### src/hdl/ocm_pkg.sv
// ----------------------------------------------------------------------------
// Obstacle clearance map package
// Shared widths, codes, payload types and sequencer states.
// ----------------------------------------------------------------------------
package ocm_pkg;

   // Grid geometry
   localparam int MAX_COLS = 64;
   localparam int MAX_ROWS = 64;
   localparam int COL_W    = 6;
   localparam int ROW_W    = 6;
   localparam int ADDR_W   = COL_W + ROW_W;
   localparam int NCELLS   = MAX_COLS * MAX_ROWS;
   localparam int CNT_W    = 7;

   // Arithmetic widths
   localparam int MUL_W  = 19;
   localparam int PROD_W = 2 * MUL_W;
   localparam int SQ_W   = 32;
   localparam int DIST_W = 16;

   // Configuration port
   localparam int CSR_IDX_W = 3;
   localparam int CSR_DAT_W = 16;
   localparam logic [CSR_IDX_W-1:0] CSR_COLS   = 3'd0;
   localparam logic [CSR_IDX_W-1:0] CSR_ROWS   = 3'd1;
   localparam logic [CSR_IDX_W-1:0] CSR_CWIDTH = 3'd2;
   localparam logic [CSR_IDX_W-1:0] CSR_CHEIGH = 3'd3;
   localparam logic [CSR_IDX_W-1:0] CSR_DANGER = 3'd4;
   localparam logic [CSR_IDX_W-1:0] CSR_CLEAR  = 3'd5;

   // Operation codes
   localparam logic [1:0] OP_WRITE     = 2'd0;
   localparam logic [1:0] OP_RECOMPUTE = 2'd1;
   localparam logic [1:0] OP_READ      = 2'd2;

   // Cell classes
   localparam logic [1:0] KIND_FAR    = 2'd0;
   localparam logic [1:0] KIND_DANGER = 2'd1;
   localparam logic [1:0] KIND_TRAV   = 2'd2;

   typedef struct packed {
      logic [1:0]       op;
      logic [COL_W-1:0] cell_col;
      logic [ROW_W-1:0] cell_row;
      logic             occupied;
   } req_type;

   typedef struct packed {
      logic [1:0]        cell_class;
      logic [DIST_W-1:0] distance;
      logic [COL_W-1:0]  owner_col;
      logic [ROW_W-1:0]  owner_row;
   } rsp_type;

   typedef enum logic [3:0] {
      S_CLEAR, S_IDLE, S_DSQ, S_CSQ, S_CSQ2, S_RD, S_CHK, S_MY, S_MXX, S_MYY,
      S_CMP, S_FIN, S_SQW
   } state_type;

endpackage

### src/hdl/ocm_mul.sv
// ----------------------------------------------------------------------------
// Shared multiplier
// Unsigned multiplier with a registered product.
// ----------------------------------------------------------------------------
module ocm_mul (
   input  logic                       clock,
   input  logic [ocm_pkg::MUL_W-1:0]  mul_a,
   input  logic [ocm_pkg::MUL_W-1:0]  mul_b,
   output logic [ocm_pkg::PROD_W-1:0] mul_p
);
   import ocm_pkg::*;

   logic [PROD_W-1:0] prod_ff;

   // Register the product.
   always_ff @(posedge clock) begin
      prod_ff <= PROD_W'(mul_a) * PROD_W'(mul_b);
   end

   assign mul_p = prod_ff;

endmodule

### config.mk
export PLATFORM = sky130hd
export DESIGN_NAME = ocm_mul
export DESIGN_NICKNAME = d
export VERILOG_FILES = /design/src/hdl/ocm_pkg.sv /design/src/hdl/ocm_mul.sv
export SDC_FILE = /design/constraint.sdc
export NUM_CORES = 1
export LEC_CHECK = 0
export ABC_AREA = 1
export BUFFER_PORTS_ARGS = -buffer_cell sky130_fd_sc_hd__buf_2
export CAP_MARGIN = 20
export CORE_MARGIN = 2
export CORE_UTILIZATION = 59
export CTS_CLUSTER_SIZE = 25
export DETAILED_ROUTE_END_ITERATION = 8
export HOLD_SLACK_MARGIN = 0.08
export PLACE_DENSITY = 0.87
export SLEW_MARGIN = 20
export SYNTH_ARGS = -nofsm -noshare
export SYNTH_HDL_FRONTEND = slang
export SYNTH_SLANG_ARGS = --single-unit
export TNS_END_PERCENT = 5
### constraint.sdc
create_clock -name clock -period 6.3 [get_ports clock]
set_clock_uncertainty 0.05 [all_clocks]
set_input_delay 1.26 -clock clock [delete_from_list [all_inputs] [get_ports clock]]
set_output_delay 1.26 -clock clock [all_outputs]
set_load 0.05 [all_outputs]
# Yosys cells after proc, flatten, opt, wreduce, memory -nomap -nowiden
# Cells that the tools add are included.
# totals
register_bits	38
wordCells	2
# op_classes
mul	1
# op_table
op	count
$mul 19x19->38	1

# Depth between registers and ports, before layout
# Gate-level depths: netlist (run 1).
# depth
depth_word	1
mapped_depth	27
depth_no_buf	25

# Least setup slack after synthesis (run 1)
# Ideal clock, no wire load.
# synth_timing
path_kind	in2reg
start	input port mul_a[7] (netlist bit)
end	register prod_ff[35], in the netlist mul_p[35]
t_required_ns	6.138
path_stages	23
arrival_time_ns	6.110
setup_slack_ns	0.027
path_cell_list	clkbuf_1 > clkbuf_1 > nand2_1 > fa_1 > inv_1 > fa_1 > inv_1 > fa_1 > inv_1 > fa_1 > fa_1 > inv_1 > fa_1 > inv_1 > ha_1 > nand2_1 > nor2_1 > nor3b_2 > nand2_1 > nand2_2 > nand2_2 > nand3_1 > nand2_1
# synth_between
elab_chain_len	1
# synth_lines
element	line	rtl
from (decl)	ocm_mul.sv:7	input logic [ocm_pkg::MUL_W-1:0] mul_a,
$mul 19x19->38	ocm_mul.sv:17	prod_ff <= PROD_W'(mul_a) * PROD_W'(mul_b);
to (signal assigned)	ocm_mul.sv:17	
to (decl)	ocm_mul.sv:13	logic [PROD_W-1:0] prod_ff;
# No other way between the ends.

# Worst setup path after layout (run 1)
# layout_timing
start	input port mul_a[11] (netlist bit)
end	register prod_ff[34], in the netlist mul_p[34]
# Same word-level chain as after synthesis.

==> impl_metrics.ini, run 1 <==
[status]
outcome = completed

[worst_setup_path]
start_kind = primary input
critical_path_class = in2reg
arrival_ns = 6.25
startpoint = mul_a[11]
crit_path_end = mul_p[34]$_DFF_P_
path_max_fanout = 16
endpoint_kind = flop
required_ns = 6.42

[grt]
grt_overflow_total = 0
grt_pass1_vias = 12842
grt_first_pass_wirelength_um = 59440
grt_use_total = 0.3114
grt_start_max_net_pins = 20
antenna_found_initial = 0

[sta]
finalHoldViolCount = 0
fmax_mhz = 163.2
slew_violations = 0
setup_viol_count_final = 0
max_slew_margin = 0.6949
tightest_slew_ns = 0.4577
post-route-period-util = 0.9724
post-route-min-period_ns = 6.126
rsz0062_at_grt = true

[job]
maxCapViolCount = 0

[cts]
root_buffer = clkbuf_16
postCtsSetupBuffers = 0
clk_pin_slew_ns = 0.05
cts_made_buffers = 5
cts_hold_buf = 0
clock_path_buffers = 2
h-tree-depth = 2
cts_sinks = 38
cts_tree = yes

[yosys]
synth_cells = 1846
synth.avg_cell_area_sq_um = 7.364
ys_types = 25
yosysWarnings = 0
synth-compound-area-share = 0.02356
syn-num-nets = 2296
yosysTopAreaCell = fa_1
syn-cell-area_sq_um = 13590
synth-seq-cells = 38
yosys-top-cells-area = fa_1, inv_1, nand2_1
synthAdderAreaFrac = 0.5373
synth_top_cell_area_share = 0.4241
ys_seq_area_frac = 0.05596
synth.area.mux_share = 0
synth_xor_area_frac = 0.01224
synthSimpleGateAreaFrac = 0.1782
synth_top_family_by_area = adder cells

[finish]
fin_cells = 2225
n_antenna_cell = 0
nNetsFinal = 2389
largest_register_ff_count = 38
final_area_sq_um = 15000
areaGrowthSynthToFinish_pct = 10.34
drive_gt1_frac = 0.1010

[placed_design]
gp_congestion = 0.9227
portBuffers = 76
dp_hpwl_um = 30670
place_area_sq_um = 14720
dpl.cell_count = 2217

[die]
fp.coreArea_sq_um = 22640
io_pins = 77
row_count = 55
dieWidth_um = 155.8
die_area_sq_um = 24270
fp.dieH_um = 155.8
start_util = 0.6004

[drt]
dr.pass1.iters = 5
ant_nets = 0
wire_per_inst_um = 15.88
drtIter0Drc = 714
drc = 0
dr_total_vias = 11454
wirelength_um = 35340
vias_per_cell = 5.148

[worst_hold_path]
hold_class = in2reg
-- repair_timing --
item	CTS	global route
endpoints found under the hold margin	0	0
gates resized for setup	0	26
setup endpoints to repair	0	19
-- metrics by stage --
| step | util | TNS [ns] | worst slack [ns] | hold WS [ns] |
|---|---|---|---|---|
| after global placement | 0.6500 | -0.7237 | -0.1104 | 1.679 |
| after CTS | 0.6588 | 0 | 0.1146 | 1.425 |
| after detailed placement | 0.6500 | -1.674 | -0.1776 | 1.679 |
| after floorplan | - | 0 | 0.02725 | 1.542 |
| after global routing | 0.6626 | -0.02910 | -0.01554 | 1.442 |
| final | 0.6626 | 0 | 0.1737 | 1.449 |
-- final cells by class --
cell class | instances | area [sq um]
multi-input cells | 1110 | 10260
fillers | 1799 | 7640
inverters | 622 | 2335
repair buffers | 162 | 1086
flip-flops and latches | 38 | 760.7
well taps | 285 | 356.6
clock buffers | 6 | 138.9
clock inverters | 2 | 60.06
-- cells in the mapped netlist --
cell type	number
inv_1	621
nand2_1	522
fa_1	288
ha_1	123
clkbuf_1	72
nor2_1	46
a21oi_1	38
dfxtp_1	38
o21ai_0	23
nand3_1	22
xor2_1	18
nand2_2	11
nor3_1	5
buf_1	4
nor2_2	3
nand3_2	2
nand4_1	2
a21o_1	1
and2_1	1
inv_2	1
nor3_2	1
nor3b_2	1
nor4_1	1
o21bai_1	1
xnor2_1	1
-- logic make-up after synthesis --
logic type	count (synthesis)
AO/OA/AOI/OAI	63
AND/OR/NAND/NOR	617
buffers and inverters	698
adder cells (fa/ha/maj)	411
flip-flops	38
XOR/XNOR	19
-- layout by cell type, fill, tap and decap left out --
cell type	instances
nor2_1	45
inv_2	1
o21bai_1	1
clkbuf_16	5
and2_1	1
nand4_1	2
ha_4	3
clkbuf_8	1
nor2_2	4
bufinv_16	2
clkbuf_4	13
dfxtp_1	38
a21oi_2	2
buf_4	85
inv_1	621
xnor2_1	1
nand3_1	22
ha_1	120
buf_12	2
xor2_1	18
o21ai_0	20
a21oi_1	36
nor3_2	1
nor3b_2	1
nand2_2	12
o21ai_1	3
fa_1	288
nor4_1	1
a21o_1	1
nor3_1	5
buf_2	62
nand2_1	521
nand3_2	2
-- layer usage --
metal  routed length, um  GRT usage  vias up  share of wire
met2               18480     0.5807      486           0.52
li1                    -          -     5268              -
met5                   0          0        -              0
met3                2073    0.03833      186          0.059
met4                2174     0.1651        0          0.062
met1               12610     0.3466     5514           0.36
-- worst max-delay path, stage by stage --
cell and delay [ns]:
buf_2 0.33, nand2_1 0.14, fa_1 0.55, inv_1 0.06
fa_1 0.50, fa_1 0.59, fa_1 0.43, fa_1 0.50
inv_1 0.05, fa_1 0.52, inv_1 0.05, ha_1 0.32
a21oi_1 0.20, o21ai_0 0.16, nand2_1 0.08, nand2_1 0.10
a21oi_2 0.17, nand2_1 0.08, nand2_1 0.06, nand2_1 0.06
-- worst min path at each step --
stage	startpoint	end	cells after the start
after floorplan	mul_b[0]	mul_p[0]$_DFF_P_	3
after global placement	mul_p[10]$_DFF_P_	mul_p[10]	1
after detailed placement	mul_p[21]$_DFF_P_	mul_p[21]	1
after CTS	mul_b[0]	mul_p[0]$_DFF_P_	3
after global routing	mul_b[0]	mul_p[0]$_DFF_P_	3
final	mul_b[0]	mul_p[0]$_DFF_P_	3
Power of run 1 is not shown: default switching activity piles up to over one toggle a cycle in this logic, so the estimate is an artifact.
==> run 2: changes to the inputs <==
- BUFFER_PORTS_ARGS: -buffer_cell sky130_fd_sc_hd__buf_2 -> not set
- CORE_UTILIZATION: 59 -> 61
- DONT_BUFFER_PORTS: not set -> 1
- PLACE_DENSITY: 0.87 -> 0.86
==> run 2 against run 1 <==
  * Worst setup slack improved by 0.24 ns
  * Global-route usage is 0.50 points lower
  * Sequential share of layout area grew 0.44 points
  * Cell area fell by 8.0%
  * Non-clock buffer count down 162
  * Fmax grew 4.1%
  * Flip-flop and latch count is the same
  * First-iteration DRC count grew 4.6%
  * Routed wire length is 5.5% lower
==> impl_metrics.ini, run 2 (synthesized netlist as in run 1, its figures left out) <==
[status]
outcome = completed

[sta]
max_slew_margin = 0.6491
fin_setup_tns_ns = 0
finalHoldViolCount = 0
rsz0062_at_grt = false
setup_viol_count_final = 0
tightest_slew_ns = 0.5256
post-route-min-period_ns = 5.886
fmax_mhz = 169.9
slew_violations = 0
post-route-period-util = 0.9343

[cts]
cts_hold_buf = 0
cts_tree = yes
h-tree-depth = 2
cts-resized-gates = 0
postCtsSetupBuffers = 0
clock_path_buffers = 2
cts_sinks = 38
cts_made_buffers = 5
root_buffer = clkbuf_16
clk_pin_slew_ns = 0.06

[worst_setup_path]
critical_path_class = in2reg
required_ns = 6.44
cpPeakStageDelay_ns = 0.57
crit_chain = nand2_1 -> inv_1 -> fa_1 -> fa_1 -> inv_1 -> fa_1 -> inv_1 -> fa_1 -> fa_1 -> inv_1 -> fa_1 -> inv_1 -> ha_1 -> nand2_1 -> nor2_1 -> nor3b_2 -> nand2_1 -> nand2_2 -> nand2_2 -> nand3_1 -> nand2_1
endpoint_kind = flop
arrival_ns = 6.02
start_kind = primary input
crit_slowest_cell = fa_1
cpMostUsedCell = fa_1
path_max_fanout = 19

[die]
fp.coreArea_sq_um = 21820
die_area_sq_um = 23500
row_count = 54
dieWidth_um = 153.3
io_pins = 77
fp.dieH_um = 153.3
start_util = 0.6229

[grt]
grt_use_total = 0.3065
grt_first_pass_wirelength_um = 56900
antenna_found_initial = 0
grt_start_max_net_pins = 20
grt_pass1_vias = 12134
grt_overflow_total = 0

[placed_design]
dp_hpwl_um = 27470
gp_congestion = 0.9418
portBuffers = 0

[drt]
dr.pass1.iters = 6
wirelength_um = 33390
drtIter0Drc = 747
drc = 0
wire_per_inst_um = 16.22
ant_nets = 0
vias_per_cell = 5.267
dr_total_vias = 10839

[finish]
n_antenna_cell = 0
largest_register_ff_count = 38
final_common_cell = inv_1
fillers = 1811
nNetsFinal = 2227
areaGrowthSynthToFinish_pct = 1.565
layout_common_cells = inv_1, nand2_1, fa_1, ha_1, nor2_1
drive_gt1_frac = 0.01462

[worst_hold_path]
hold_class = in2reg

[job]
maxCapViolCount = 0
==> run 2: cell count changes in the layout (fill, tap and decap cells not counted), moves of 3 or more <==
cell,change
buf_2,-62
buf_4,-85
clkbuf_4,-13
ha_1,+3
ha_4,-3
o21ai_0,+3
o21ai_1,-3
==> run 2: worst max-delay path, delay by kind of cell <==
family        cells  cell delay [ns]
fa+ha+maj         7             3.47
buf+inv           5             0.25
simple gates      9             1.04
==> run 2: metal layers <==
layer | GRT usage | up-vias | share of wire
li1 | - | 4939 | -
met1 | 0.3449 | 5191 | 0.35
met2 | 0.5440 | 538 | 0.50
met3 | 0.05103 | 171 | 0.076
met4 | 0.1865 | 0 | 0.073
met5 | 0 | - | 0
==> run 2: through the flow <==
step	hold slack, ns	util	instances	area, sq um	worst slack [ns]
floorplan	1.542	-	1846	13590	0.02725
global placement	1.379	0.6259	2050	13660	0.2271
detailed placement	1.367	0.6259	2050	13660	0.1508
CTS	1.077	0.6327	2058	13810	0.4402
global route	1.097	0.6327	2058	13810	0.1749
finish	1.083	0.6327	2058	13810	0.4137
==> run 2: worst paths after layout <==
kind / from / endpoint / depth (start not counted)
worst min-delay path: mul_a[0] / mul_p[0]$_DFF_P_ / 2
worst max-delay path: mul_b[1] / mul_p[35]$_DFF_P_ / 21
==> run 2: final cells by class <==
| cell class | count | area, sq um | share of cell area |
|---|---|---|---|
| sequential | 38 | 760.7 | 0.05510 |
| clock buffer | 7 | 142.6 | 0.01033 |
| tap | 280 | 350.3 | 0.02537 |
| multi-input combinational | 1110 | 10210 | 0.7397 |
| inverter | 622 | 2335 | 0.1691 |
| clock inverter | 1 | 5.005 | 0.0003625 |
Power of run 2 is left out for the same reason.
