<file path="config.mk">
export PLATFORM = sky130hd
export DESIGN_NAME = ocm_sqrt
export DESIGN_NICKNAME = d
export VERILOG_FILES = /design/src/hdl/ocm_pkg.sv /design/src/hdl/ocm_sqrt.sv
export SDC_FILE = /design/constraint.sdc
export NUM_CORES = 1
export LEC_CHECK = 0
export ABC_AREA = 1
export BUFFER_PORTS_ARGS = -buffer_cell sky130_fd_sc_hd__clkbuf_2
export CORE_UTILIZATION = 45
export CTS_CLUSTER_DIAMETER = 80
export CTS_CLUSTER_SIZE = 28
export DETAILED_ROUTE_END_ITERATION = 10
export GPL_TIMING_DRIVEN = 0
export PLACE_DENSITY_LB_ADDON = 0.2
export SKIP_CTS_REPAIR_TIMING = 1
export SYNTH_ARGS = -nofsm -noshare
export SYNTH_HDL_FRONTEND = slang
export SYNTH_SLANG_ARGS = --single-unit
</file>
<file path="constraint.sdc">
create_clock -name clock -period 2.4 [get_ports clock]
set_input_delay 0.48 -clock clock [delete_from_list [all_inputs] [get_ports clock]]
set_output_delay 0.48 -clock clock [all_outputs]
set_load 0.005 [all_outputs]
</file>
<file path="src/hdl/ocm_pkg.sv">
// ----------------------------------------------------------------------------
// Obstacle clearance map package
// Shared widths, codes, payload types and sequencer states.
// ----------------------------------------------------------------------------
package ocm_pkg;

   // Grid geometry
   localparam int MAX_COLS = 64;
   localparam int MAX_ROWS = 64;
   localparam int COL_W    = 6;
   localparam int ROW_W    = 6;
   localparam int ADDR_W   = COL_W + ROW_W;
   localparam int NCELLS   = MAX_COLS * MAX_ROWS;
   localparam int CNT_W    = 7;

   // Arithmetic widths
   localparam int MUL_W  = 19;
   localparam int PROD_W = 2 * MUL_W;
   localparam int SQ_W   = 32;
   localparam int DIST_W = 16;

   // Configuration port
   localparam int CSR_IDX_W = 3;
   localparam int CSR_DAT_W = 16;
   localparam logic [CSR_IDX_W-1:0] CSR_COLS   = 3'd0;
   localparam logic [CSR_IDX_W-1:0] CSR_ROWS   = 3'd1;
   localparam logic [CSR_IDX_W-1:0] CSR_CWIDTH = 3'd2;
   localparam logic [CSR_IDX_W-1:0] CSR_CHEIGH = 3'd3;
   localparam logic [CSR_IDX_W-1:0] CSR_DANGER = 3'd4;
   localparam logic [CSR_IDX_W-1:0] CSR_CLEAR  = 3'd5;

   // Operation codes
   localparam logic [1:0] OP_WRITE     = 2'd0;
   localparam logic [1:0] OP_RECOMPUTE = 2'd1;
   localparam logic [1:0] OP_READ      = 2'd2;

   // Cell classes
   localparam logic [1:0] KIND_FAR    = 2'd0;
   localparam logic [1:0] KIND_DANGER = 2'd1;
   localparam logic [1:0] KIND_TRAV   = 2'd2;

   typedef struct packed {
      logic [1:0]       op;
      logic [COL_W-1:0] cell_col;
      logic [ROW_W-1:0] cell_row;
      logic             occupied;
   } req_type;

   typedef struct packed {
      logic [1:0]        cell_class;
      logic [DIST_W-1:0] distance;
      logic [COL_W-1:0]  owner_col;
      logic [ROW_W-1:0]  owner_row;
   } rsp_type;

   typedef enum logic [3:0] {
      S_CLEAR, S_IDLE, S_DSQ, S_CSQ, S_CSQ2, S_RD, S_CHK, S_MY, S_MXX, S_MYY,
      S_CMP, S_FIN, S_SQW
   } state_type;

endpackage

</file>
<file path="src/hdl/ocm_sqrt.sv">
// ----------------------------------------------------------------------------
// Integer square root
// Bit-pair restoring square root, one result bit per cycle, floor result.
// ----------------------------------------------------------------------------
module ocm_sqrt (
   input  logic                       clock,
   input  logic                       reset,
   input  logic                       sqrt_start,
   input  logic [ocm_pkg::SQ_W-1:0]   radicand,
   output logic                       sqrt_done,
   output logic [ocm_pkg::DIST_W-1:0] root
);
   import ocm_pkg::*;

   logic [4:0]        cnt_ff, cnt_in;
   logic              run_ff, run_in;
   logic              done_ff, done_in;
   logic [SQ_W-1:0]   val_ff, val_in;
   logic [DIST_W:0]   rem_ff, rem_in;
   logic [DIST_W-1:0] root_ff, root_in;
   logic [DIST_W+2:0] rem_sh;
   logic [DIST_W+2:0] trial;

   // One step: bring down two bits and try to subtract 4*root+1.
   always_comb begin
      rem_sh  = {rem_ff, val_ff[SQ_W-1 -: 2]};
      trial   = {1'b0, root_ff, 2'b01};
      cnt_in  = cnt_ff;
      run_in  = run_ff;
      done_in = 1'b0;
      val_in  = val_ff;
      rem_in  = rem_ff;
      root_in = root_ff;
      if (sqrt_start) begin
         run_in  = 1'b1;
         cnt_in  = 5'(DIST_W - 1);
         val_in  = radicand;
         rem_in  = '0;
         root_in = '0;
      end else if (run_ff) begin
         val_in = {val_ff[SQ_W-3:0], 2'b00};
         if (rem_sh >= trial) begin
            rem_in  = (DIST_W+1)'(rem_sh - trial);
            root_in = {root_ff[DIST_W-2:0], 1'b1};
         end else begin
            rem_in  = (DIST_W+1)'(rem_sh);
            root_in = {root_ff[DIST_W-2:0], 1'b0};
         end
         if (cnt_ff == 5'd0) begin
            run_in  = 1'b0;
            done_in = 1'b1;
         end else begin
            cnt_in = cnt_ff - 5'd1;
         end
      end
   end

   // Control state.
   always_ff @(posedge clock) begin
      if (reset) begin
         run_ff  <= 1'b0;
         done_ff <= 1'b0;
         cnt_ff  <= '0;
      end else begin
         run_ff  <= run_in;
         done_ff <= done_in;
         cnt_ff  <= cnt_in;
      end
   end

   // Datapath.
   always_ff @(posedge clock) begin
      val_ff  <= val_in;
      rem_ff  <= rem_in;
      root_ff <= root_in;
   end

   assign sqrt_done = done_ff;
   assign root      = root_ff;

endmodule

</file>
## Word level (Yosys, flattened, before mapping)

Index checks and enable logic that the tools add are counted.

| storage, ports and cells | value |
|---|---|
| register bits after elaboration | 72 |
| output and inout bits | 17 |
| word-level logic and storage cells | 30 |

| operators by class | value |
|---|---|
| $add $sub $neg | 2 |
| $lt $le $gt $ge | 1 |
| eq/ne operators | 1 |
| muxes and demuxes | 11 |
| bitwise logic cells | 2 |
| reduce and logical (&&, ||, !) cells | 6 |

Operator list:

| kind | number |
|---|---|
| $mux 32 | 2 |
| $ge 19x18->1 | 1 |
| $mux 17 | 1 |
| $sub 17x17->17 | 1 |
| $mux 4 | 3 |
| $logic_not 5->1 | 1 |
| $mux 1 | 5 |
| $sub 5x1->5 const B | 1 |
| $reduce_and 2->1 | 2 |
| $reduce_or 3->1 | 1 |
| $ne 2x2->1 const B | 1 |
| $not 1->1 | 2 |
| $reduce_bool 2->1 | 1 |
| $reduce_or 2->1 | 1 |

## Logic depth before layout (Yosys ltp)

Gate-level depths: netlist of the first run.

| depth | value |
|---|---|
| word-level depth | 4 |
| depth in mapped cells | 15 |

## Worst setup path after synthesis of the first run

Ideal clock, no wire load.

| timing path | value |
|---|---|
| path type | flip-flop to flip-flop |
| start | reg run_ff |
| end | reg val_ff[0], enable pin |
| arrival time | 1841 ps |
| data required time | 1991 ps |
| path slack | 150 ps |
| cell stages (with the launch flop) | 4 |
| period minus slack after synthesis | 2250 ps |
| cells stage by stage | dfxtp_1 -> clkinv_1 -> nand2_1 -> clkbuf_1 |

| between the ends | value |
|---|---|
| word-level cells in the longest chain between the ends | 1 |

RTL lines:

| item | line | source |
|---|---|---|
| start, declared | ocm_sqrt.sv:16 | `logic run_ff, run_in;` |
| start signal, assigned | ocm_sqrt.sv:65 | `run_ff <= run_in;` |
| $reduce_bool 2->1 (no line) | n/a |  |
| end signal, assigned | ocm_sqrt.sv:73 | `val_ff <= val_in;` |
| end, declared | ocm_sqrt.sv:18 | `logic [SQ_W-1:0] val_ff, val_in;` |

No other way between the ends.
A chain may end at the register's enable or synchronous reset.

## Final worst setup path of the first run

| timing path | value |
|---|---|
| start | reg run_ff |
| end | reg val_ff[7], enable pin |

Same word-level chain as after synthesis.

==> impl_results.md, run 1 <==
* Status: finished clean
* CTS root buf: clkbuf_8
* Post-DR wirelength/cell at 13.2 µm
* Endpoint class of the critical path: flip-flop
* Multi-input logic area at 2020 µm²
* Post-synthesis register bit count at 72
* Power share of the combinational group at 66.9%
* Worst Setup EP: val_ff[7]$_DFFE_PP_
* Worst slew pin tran at 0.665 ns
* CP top delay family: buffers and inverters
* RSZ-0062 raised after global routing: no
* Initial Utilization at 47.1%
* Largest net degree at the start of global routing at 26
* CP max stage cell: clkbuf_2
* Highest routed layer: met4
* Cell count of the worst reg-to-reg path at 4
* Die Span X at 98.3 µm
* Post-layout instance area at 4750 µm²
* Non-filler cells, final at 745
* Leakage at 2.45 nW
* Htree depth at 3
* Cell Area, Placed at 4590 µm²
* Vias/cell at 5.05
* Sw Ratio at 51.4%
* Worst EP arrival at 2.15 ns
* Register area share after synthesis at 42.2%
* Layout cells sized above 1 at 15.1%
* Clk sinks at 72
* Pint at 0.00366 W
* Worst Path Buf+Inv at 3
* Pwr Density at 1590 nW/µm²
* Final ANT Viol Nets at 0
* Reg-to-Reg Start: run_ff$_SDFF_PP0_
* Final GP Congestion at 0.912
* Fmax at 479 MHz
* Sequence of cells on the critical path: clkinv_1 -> nand2_1 -> clkbuf_2 -> buf_16
* Synth Instances at 569
* Hold depth at 2
* DR WL met3 at 450 µm
* Buffers on Ports at 51
* Setup_tns at 0 ns
* Grt total ovfl at 0
* Final Slew Violations at 0
* Tmin final at 2.09 ns
* P_sw at 0.00387 W
* Period Utilization, post-route at 86.9%
* Clock Power Share at 11.3%
* DRC at 0
* Ant diodes at 0
* Worst hold-check path type: input port to flip-flop
* Met2 Wirelength at 4.36 mm
* Worst flop-to-flop path endpoint: val_ff[7]$_DFFE_PP_
* Final Hold Viols at 0
* Metal1 wirelength at 4.74 mm
* First-pass GRT wire length at 16.7 mm
* Synth Net Count at 623
* Setup CP Type: flip-flop to flip-flop
* Hold slack final at 0.369 ns
* Drt first pass iters at 6
* Area Overhead vs Synth at 14.0%
* Post-Route WL at 9.80 mm
* Placed wire-length estimate at 7.33 mm
* CP startpoint kind: flip-flop
* # setup viols final at 0
* CTS buffer count at 9
* Die Span Y at 98.3 µm
* R2r setup slk at 0.31 ns
* Dpl cells at 729
* Final Util at 53.7%
* Core Area at 8850 µm²
* IO Count at 52
* Final Skew at 0.0132 ns
* Worst-path maximum fanout at 25
* Clk_lat worst skew at 0.36 ns
* CP Launch Point: run_ff$_SDFF_PP0_
* Reg power frac at 21.8%
* Number of global-route vias before repair at 3568
* YS warnings at 0
* Via Count at 3765
* Post-synth cell types at 35
* CTS tree: built
* Logic depth of the worst setup path including buffers at 4
* Worst VDD drop at 697 µV
* CP peak stage delay at 0.49 ns
* FP Rows at 34
* Mapped cell area at 4170 µm²
* Syn avg cell area at 7.33 µm²
* First DRT Iteration DRCs at 222
* Layout net count at 686
* Area of the die at 9660 µm²
* Slew headroom at 55.7%
* FF+latch area at 1760 µm²
* Max-Cap Viols at 0
* Filler cells at 894
* Required time of the critical path at 2.46 ns
* Total GRT Usage at 21.9%
* Initial antenna violation count at 0
* CTS clk-pin slew, worst paths at 0.08 ns
* Clock Path Buffers at 2
==> kinds of logic after synthesis <==
logic type | after synthesis | synth area share, %
adder cells (fa/ha/maj) | 19 | 5.70
XOR/XNOR | 7 | 1.47
buffers and inverters | 97 | 9.27
AND/OR/NAND/NOR | 338 | 35.7
AO/OA/AOI/OAI | 36 | 5.61
flip-flops | 72 | 42.2
==> Yosys cell counts, drive strengths merged <==
| cell | instances | area, µm² |
|---|---|---|
| o21a | 1 | 7.51 |
| o211ai | 2 | 15.0 |
| a32o | 1 | 10.0 |
| nor3 | 4 | 20.0 |
| nand3 | 38 | 225 |
| nand3b | 4 | 30.0 |
| a31oi | 1 | 6.26 |
| o21ai | 5 | 25.0 |
| inv | 78 | 293 |
| nor2 | 41 | 179 |
| dfxtp | 40 | 801 |
| ha | 19 | 238 |
| clkbuf | 10 | 37.5 |
| o21bai | 1 | 18.8 |
| nand2 | 230 | 905 |
| a21oi | 10 | 57.6 |
| o22ai | 15 | 93.8 |
| clkinv | 1 | 3.75 |
| or3 | 1 | 6.26 |
| nand4 | 19 | 119 |
| xor2 | 7 | 61.3 |
| buf | 8 | 52.6 |
| edfxtp | 32 | 961 |
| nor4 | 1 | 6.26 |
==> cell usage in the layout, fill, tap and decap left out, types with 8 or more instances in the layout <==
cell type	n
nand4_1	19
clkbuf_2	52
nor2_1	37
clkbuf_1	11
a21oi_1	8
dfxtp_1	40
inv_1	77
nand2_1	221
o22ai_1	15
edfxtp_1	32
nand3_1	31
clkbuf_8	9
ha_1	19
==> state kept, by name, summed over array words and instances (netlist names) <==
signal     flops
cnt_ff         5
run_ff         1
root          16
sqrt_done      1
rem_ff        17
val_ff        32
==> per-layer routing <==
metal	global-route usage (%)	vias to the layer above
met5	0	-
met4	8.84	0
met3	4.15	24
met2	33.8	91
met1	30.4	1705
li1	-	1945
==> how the worst min path moves through the flow <==
stage / start / to / slack (ns)
6_report: reset / cnt_ff[1]$_SDFFE_PP0P_ / 0.37
3_3_place_gp: cnt_ff[4]$_SDFFE_PP0P_ / cnt_ff[4]$_SDFFE_PP0P_ / 0.45
4_1_cts: reset / cnt_ff[1]$_SDFFE_PP0P_ / 0.37
5_1_grt: radicand[19] / val_ff[19]$_DFFE_PP_ / 0.38
3_5_place_dp: cnt_ff[4]$_SDFFE_PP0P_ / cnt_ff[4]$_SDFFE_PP0P_ / 0.46
2_1_floorplan: cnt_ff[4]$_SDFFE_PP0P_ / cnt_ff[4]$_SDFFE_PP0P_ / 0.44
==> final cells by class <==
type / count / share of cell area [%]
clock inverter: 5 / 0.684
sequential: 72 / 37.1
multi-input combinational: 400 / 42.6
clock buffer: 11 / 2.76
tap: 108 / 2.84
inverter: 79 / 6.24
timing repair buffer: 52 / 5.95
buffer: 18 / 1.92
==> power groups by stage <==
stage / Sequential (W) / Combinational, W / Clock [W]
final: 0.00164 / 0.00505 / 0.000849
after global routing: 0.00166 / 0.00572 / 0.000910
after CTS: 0.00164 / 0.00502 / 0.000867
after detailed placement: 0.00167 / 0.00501 / 0
after global placement: 0.00166 / 0.00493 / 0
after floorplan: 0.00161 / 0.00404 / 0
==> metrics by stage <==
stage,setup WS (ns),total power (W)
floorplan,0.150,0.00565
global placement,-0.730,0.00660
detailed placement,0.323,0.00667
CTS,0.322,0.00753
global route,0.120,0.00829
finish,0.313,0.00754
Power figures use the tool's default switching activity.
==> inputs of run 2 (changes only) <==
Settings changed: ABC_AREA 1 to not set, GPL_TIMING_DRIVEN 0 to not set.
==> run 2 against run 1 <==
  * Final cell count is 22% lower
  * Sequential power is 5% lower
  * Non-clock buffer count is 41 higher
  * Clock-buffer cell count is 2 lower
  * Power is 30% lower
  * Critical path depth is 6 higher
  * Utilization is 6.3 points higher
  * Sequential cell count stayed put
  * Largest power group unchanged
  * Clock power is 3.4% higher
  * Combinational power is 43% lower
  * Highest routed layer unchanged
  * Clock skew is 0.0054 ns higher
  * Worst setup slack worse by 0.26 ns
==> impl_results.md, run 2 <==
* Dpl cells at 562 (-23%)
* Final Hold Viols at 0 (unchanged)
* CP startpoint kind: flip-flop
* Vias/cell at 5.34 (+5.8%)
* DRC at 0 (unchanged)
* Post-synth cell types at 49 (+40%)
* Cell Area, Placed at 4580 µm² (-0.16%)
* Worst VDD drop at 504 µV (-28%)
* Placed wire-length estimate at 6.05 mm (-17%)
* Drt first pass iters at 4 (-2)
* Layout net count at 524 (-24%)
* Total GRT Usage at 20.5% (-1.4 points)
* Final Slew Violations at 0 (unchanged)
* Largest net degree at the start of global routing at 46 (+77%)
* Layout cells sized above 1 at 39.4% (+24 points)
* Die Span X at 93.7 µm (-4.7%)
* CTS root buf: clkbuf_8
* Synth Net Count at 420 (-33%)
* Area of the die at 8770 µm² (-9.2%)
* First DRT Iteration DRCs at 129 (-42%)
* Clk_lat worst skew at 0.35 ns (about the same)
* Max-Cap Viols at 0 (unchanged)
* Non-filler cells, final at 580 (-22%)
* Slew headroom at 72.7% (+17 points)
* First-pass GRT wire length at 13.9 mm (-17%)
* CTS tree: built
* Area Overhead vs Synth at 29.8%
* Top reg by flops: val_ff
* Clk sinks at 72 (unchanged)
* Final ANT Viol Nets at 0 (unchanged)
* RSZ-0062 raised after global routing: yes
* # setup viols final at 0 (unchanged)
* Final GP Congestion at 0.861 (-5.6%)
* Htree depth at 3 (unchanged)
* Syn avg cell area at 10.3 µm² (+41%)
* CTS clk-pin slew, worst paths at 0.09 ns (about the same)
* Fmax at 425 MHz (-11%)
* Number of global-route vias before repair at 3100 (-13%)
* Period Utilization, post-route at 98.0% (+11 points)
* Pwr Density at 1080 nW/µm² (-32%)
* Synth Instances at 366 (-36%)
* Flip-flop count of the largest register after layout at 32 (unchanged)
* Synth async-reset ratio at 0% (unchanged)
* Initial Utilization at 46.3% (-0.89 points)
* YS warnings at 0 (unchanged)
* Post-Route WL at 8.42 mm (-14%)
* Worst hold-check path type: input port to flip-flop
* Grt total ovfl at 0 (unchanged)
* Setup_tns at 0 ns (unchanged)
* Number of flops mapped to enable cells by yosys at 32 (unchanged)
* Post-synth top flop: dfxtp_1
* Top cells by count, synth: nor2_1, dfxtp_1, edfxtp_1, mux2_2, nand2_1
* Post-synth top area share at 25.4% (+2.4 points)
* Post-DR wirelength/cell at 14.5 µm (+10%)
* Leakage at 2.05 nW (-16%)
* Setup CP Type: flip-flop to flip-flop
* Via Count at 3100 (-18%)
* Register area share after synthesis at 46.6% (+4.4 points)
* Final Util at 60.1% (+6.3 points)
* Die Span Y at 93.7 µm (-4.7%)
* Status: finished clean
* IO Count at 52 (unchanged)
* Core Area at 8180 µm² (-7.6%)
* Post-synthesis register bit count at 72 (unchanged)
* Endpoint class of the critical path: flip-flop
* Pre-CTS setup slack at -0.102 ns (-0.426 ns)
* Leading cell type in the layout, fill and taps excluded: buf_4
* Required time of the critical path at 2.62 ns (+0.16 ns)
* Post-layout instance area at 4910 µm² (+3.3%)
* Buffers on Ports at 51 (unchanged)
* Mapped cell area at 3780 µm² (-9.4%)
* Initial antenna violation count at 0 (unchanged)
* Count leader, synth: nor2_1
* Tmin final at 2.35 ns (+0.265 ns)
* Worst-path maximum fanout at 7 (-72%)
* Worst slew pin tran at 0.410 ns (-0.255 ns)
* CTS buffer count at 9 (unchanged)
* Final worst setup slack at 0.0486 ns (-0.265 ns)
* FP Rows at 33 (-2.9%)
* Final Skew at 0.0186 ns (+0.00544 ns)
* Ant diodes at 0 (unchanged)
* Worst EP arrival at 2.58 ns (+0.43 ns)
* Synth area leaders: edfxtp_1, dfxtp_1, mux2_2
* Clock Path Buffers at 2 (unchanged)
* Area leader, netlist: edfxtp_1
* Most frequent cells in the layout: buf_4, clkbuf_2, nor2_1
==> run 2: final timing paths <==
check                           slack (ns)  depth (start not counted)              startpoint                 endpoint
worst max-delay path                  0.05                         10    root[2]$_SDFFE_PP0P_  rem_ff[10]$_SDFFE_PP0P_
worst max register to register        0.05                         10    root[2]$_SDFFE_PP0P_  rem_ff[10]$_SDFFE_PP0P_
worst min register to register        0.44                          2  cnt_ff[4]$_SDFFE_PP0P_   cnt_ff[4]$_SDFFE_PP0P_
worst min-delay path                  0.41                          2                   reset   cnt_ff[0]$_SDFFE_PP0P_
==> run 2: area by class of cell <==
class	count	area, µm²
clock buffers	9	124
clock inverters	7	53.8
inverters	22	82.6
fillers	705	3270
flip-flops and latches	72	1770
multi-input cells	254	2020
repair buffers	111	722
well taps	105	131
==> run 2: critical path: stages (launching register included) <==
cell      delay, ns
dfxtp_2        0.34
inv_1          0.06
ha_4           0.28
o211ai_1       0.11
o211ai_1       0.33
a211oi_2       0.12
buf_4          0.17
o2111a_1       0.24
buf_4          0.17
and3_1         0.16
a221o_1        0.25
==> run 2: kinds of logic (layout without fill, tap and decap cells) <==
logic type / count (synthesis) / after routing / share of synthesized area [%]
and+or+nand+nor: 106 / 106 / 12.9
DFF: 72 / 72 / 46.6
AOI/OAI and AO/OA: 69 / 69 / 13.1
muxes: 47 / 47 / 13.4
buffers and inverters: 40 / 149 / 4.60
adders and majority gates: 19 / 19 / 6.29
xor gates and xnor gates: 13 / 13 / 3.01
==> run 2: per-layer routing <==
| layer | GRT usage [%] | routed length, µm |
|---|---|---|
| met5 | 0 | 0 |
| met4 | 8.46 | 132 |
| met3 | 4.69 | 392 |
| met2 | 34.1 | 4040 |
| met1 | 25.6 | 3850 |
==> run 2: per-stage QoR <==
stage,total power [W],hold slack [ns]
after floorplan,0.00332,0.408
after global placement,0.00413,0.416
after detailed placement,0.00417,0.427
after CTS,0.00507,0.395
after global routing,0.00570,0.407
final,0.00530,0.409
==> run 2: power by group <==
group / total [W] / switching [W] / leakage [nW] / internal (W)
registers: 0.00155 / 0.000109 / 0.653 / 0.00145
logic: 0.00287 / 0.00142 / 1.31 / 0.00145
clock network: 0.000878 / 0.000496 / 0.0839 / 0.000382
==> inputs of run 3 (changes only) <==
Clock period 2.4 ns to 2.8 ns, I/O delays scaled along.
==> run 3 against run 2 <==
  * Sequential power is 14% lower
  * Utilization is 5.7 points lower
  * Power is 21% lower
  * Clock skew is 0.012 ns lower
  * Critical path depth is 1 lower
  * Cell area is 9.5% lower
  * Clock-buffer cell count stayed put
  * Wire length is 9.4% lower
  * Largest cell class unchanged
==> impl_results.md, run 3 (same netlist as run 2, synthesis figures left out) <==
* Status: finished clean
* CTS root buf: clkbuf_8
* Worst VDD drop at 436 µV (-13%)
* Buffers on Ports at 51 (unchanged)
* Period Utilization, post-route at 90.8% (-7.2 points)
* CTS tree: built
* Die Span Y at 93.7 µm (unchanged)
* Initial Utilization at 46.3% (unchanged)
* Worst slew pin tran at 0.845 ns (+0.435 ns)
* Via Count at 2880 (-7.1%)
* CTS clk-pin slew, worst paths at 0.08 ns (about the same)
* Largest net degree at the start of global routing at 33 (-28%)
* Setup CP Type: flip-flop to flip-flop
* Area Overhead vs Synth at 17.5%
* Fmax at 393 MHz (-7.5%)
* Pre-CTS setup slack at 0.267 ns (+0.369 ns)
* Clk sinks at 72 (unchanged)
* Initial antenna violation count at 0 (unchanged)
* Endpoint class of the critical path: flip-flop
* R2r setup slk at 0.26 ns (+0.21 ns)
* CP peak stage delay at 0.55 ns (+0.21 ns)
* Flip-flop count of the largest register after layout at 32 (unchanged)
* Worst-path maximum fanout at 20 (+13)
* Sequence of cells on the critical path: inv_1 -> ha_1 -> and4b_1 -> nand3_2 -> or4_4 -> o2111a_1 -> buf_12 -> a32o_1 -> a31o_1
* CP startpoint kind: flip-flop
* Layout net count at 481 (-8.2%)
* Multi-input logic area at 1850 µm² (-8.8%)
* Slew headroom at 43.5% (-29 points)
* Reg-to-Reg Start: root[14]$_SDFFE_PP0P_
* Filler cells at 759 (+7.7%)
* Max-Cap Viols at 0 (unchanged)
* Total GRT Usage at 19.1% (-1.4 points)
* Leakage at 1.83 nW (-11%)
* Tmin final at 2.54 ns (+0.192 ns)
* Area of the die at 8770 µm² (unchanged)
* CP max stage cell: or4_4
* Clk_lat worst skew at 0.35 ns (about the same)
* Final ANT Viol Nets at 0 (unchanged)
* Placed wire-length estimate at 5.35 mm (-12%)
* RSZ-0062 raised after global routing: no
* Worst Path Buf+Inv at 2 (-1)
* Die Span X at 93.7 µm (unchanged)
* Setup_tns at 0 ns (unchanged)
* FP Rows at 33 (unchanged)
* Min-delay src: cnt_ff[4]$_SDFFE_PP0P_
* Post-layout instance area at 4440 µm² (-9.5%)
* First DRT Iteration DRCs at 99 (-23%)
* Post-DR wirelength/cell at 14.2 µm (-2.1%)
* Final worst setup slack at 0.257 ns (+0.208 ns)
* Final GP Congestion at 0.842 (-2.2%)
* Core Area at 8180 µm² (unchanged)
* Leading cell type in the layout, fill and taps excluded: clkbuf_2
* DRC at 0 (unchanged)
* First-pass GRT wire length at 12.9 mm (-7.3%)
* Required time of the critical path at 3.05 ns (+0.43 ns)
* Busiest grt layer: met2
* Final Slew Violations at 0 (unchanged)
* Number of global-route vias before repair at 2813 (-9.3%)
* Worst hold-check path type: flip-flop to flip-flop
* Ant diodes at 0 (unchanged)
* CP top delay family: simple AND/OR/NAND/NOR gates
* # setup viols final at 0 (unchanged)
* Worst EP arrival at 2.79 ns (+0.21 ns)
* CP Launch Point: root[14]$_SDFFE_PP0P_
* Clock Path Buffers at 2 (unchanged)
* Htree depth at 3 (unchanged)
* Met2 usage at 31.0% (-3.1 points)
* IO Count at 52 (unchanged)
* FF+latch area at 1760 µm² (-0.56%)
* Final Skew at 0.00678 ns (-0.0118 ns)
* Grt total ovfl at 0 (unchanged)
* Vias/cell at 5.36 (+0.34%)
* Top reg by flops: val_ff
* Most frequent cells in the layout: clkbuf_2, nor2_1, dfxtp_1
* GR Layer Usage met3 at 4.05% (-0.65 points)
* Final Hold Viols at 0 (unchanged)
* Cell Area, Placed at 4220 µm² (-8.0%)
* Post-Route WL at 7.63 mm (-9.4%)
* Layout cells sized above 1 at 27.5% (-12 points)
* Drt first pass iters at 4 (unchanged)
* Met1 Use GR at 24.4% (-1.2 points)
* CTS buffer count at 9 (unchanged)
* Pwr Density at 940 nW/µm² (-13%)
* Final Util at 54.3% (-5.7 points)
* Total Power at 0.00418 W (-21%)
==> run 3: cell count changes in the layout (fill, tap and decap cells not counted), moves of 8 or more <==
cell     delta
ha_1       +10
ha_4       -10
dfxtp_1     +8
buf_4      -42
dfxtp_2     -8
==> run 3: final cells by class <==
type	instances	area share [%]
clock buffer	9	2.79
clock inverter	7	2.28
inverter	22	1.86
multi-input combinational	254	41.5
sequential	72	39.7
tap	105	2.96
timing repair buffer	68	8.90
==> run 3: power breakdown <==
group | internal (W) | switching (W) | total [W] | leakage, nW
Sequential | 0.00124 | 0.0000887 | 0.00133 | 0.649
Combinational | 0.000875 | 0.00103 | 0.00190 | 1.07
Clock | 0.000511 | 0.000436 | 0.000947 | 0.107
==> run 3: final timing paths <==
check                            end  depth (start not counted)
min           cnt_ff[4]$_SDFFE_PP0P_                          2
max          rem_ff[15]$_SDFFE_PP0P_                          9
max reg2reg  rem_ff[15]$_SDFFE_PP0P_                          9
min reg2reg   cnt_ff[4]$_SDFFE_PP0P_                          2
==> run 3: worst register-to-register path, cell delays in order, from the launching register on <==
cell,delay [ns]
dfxtp_1,0.38
inv_1,0.06
ha_1,0.34
and4b_1,0.25
nand3_2,0.10
or4_4,0.55
o2111a_1,0.19
buf_12,0.16
a32o_1,0.24
a31o_1,0.17
==> run 3: stage by stage <==
step | std cells | hold slack (ns)
floorplan | 366 | 0.408
global route | 537 | 0.459
global placement | 521 | 0.420
detailed placement | 521 | 0.426
CTS | 537 | 0.438
finish | 537 | 0.442
==> run 3: layer usage <==
metal	routed length [µm]	vias up	part of all wire, %
met5	0	-	0
met4	77	0	1.0
met3	364	7	4.8
met2	3570	63	47
met1	3620	1348	47
li1	-	1462	-
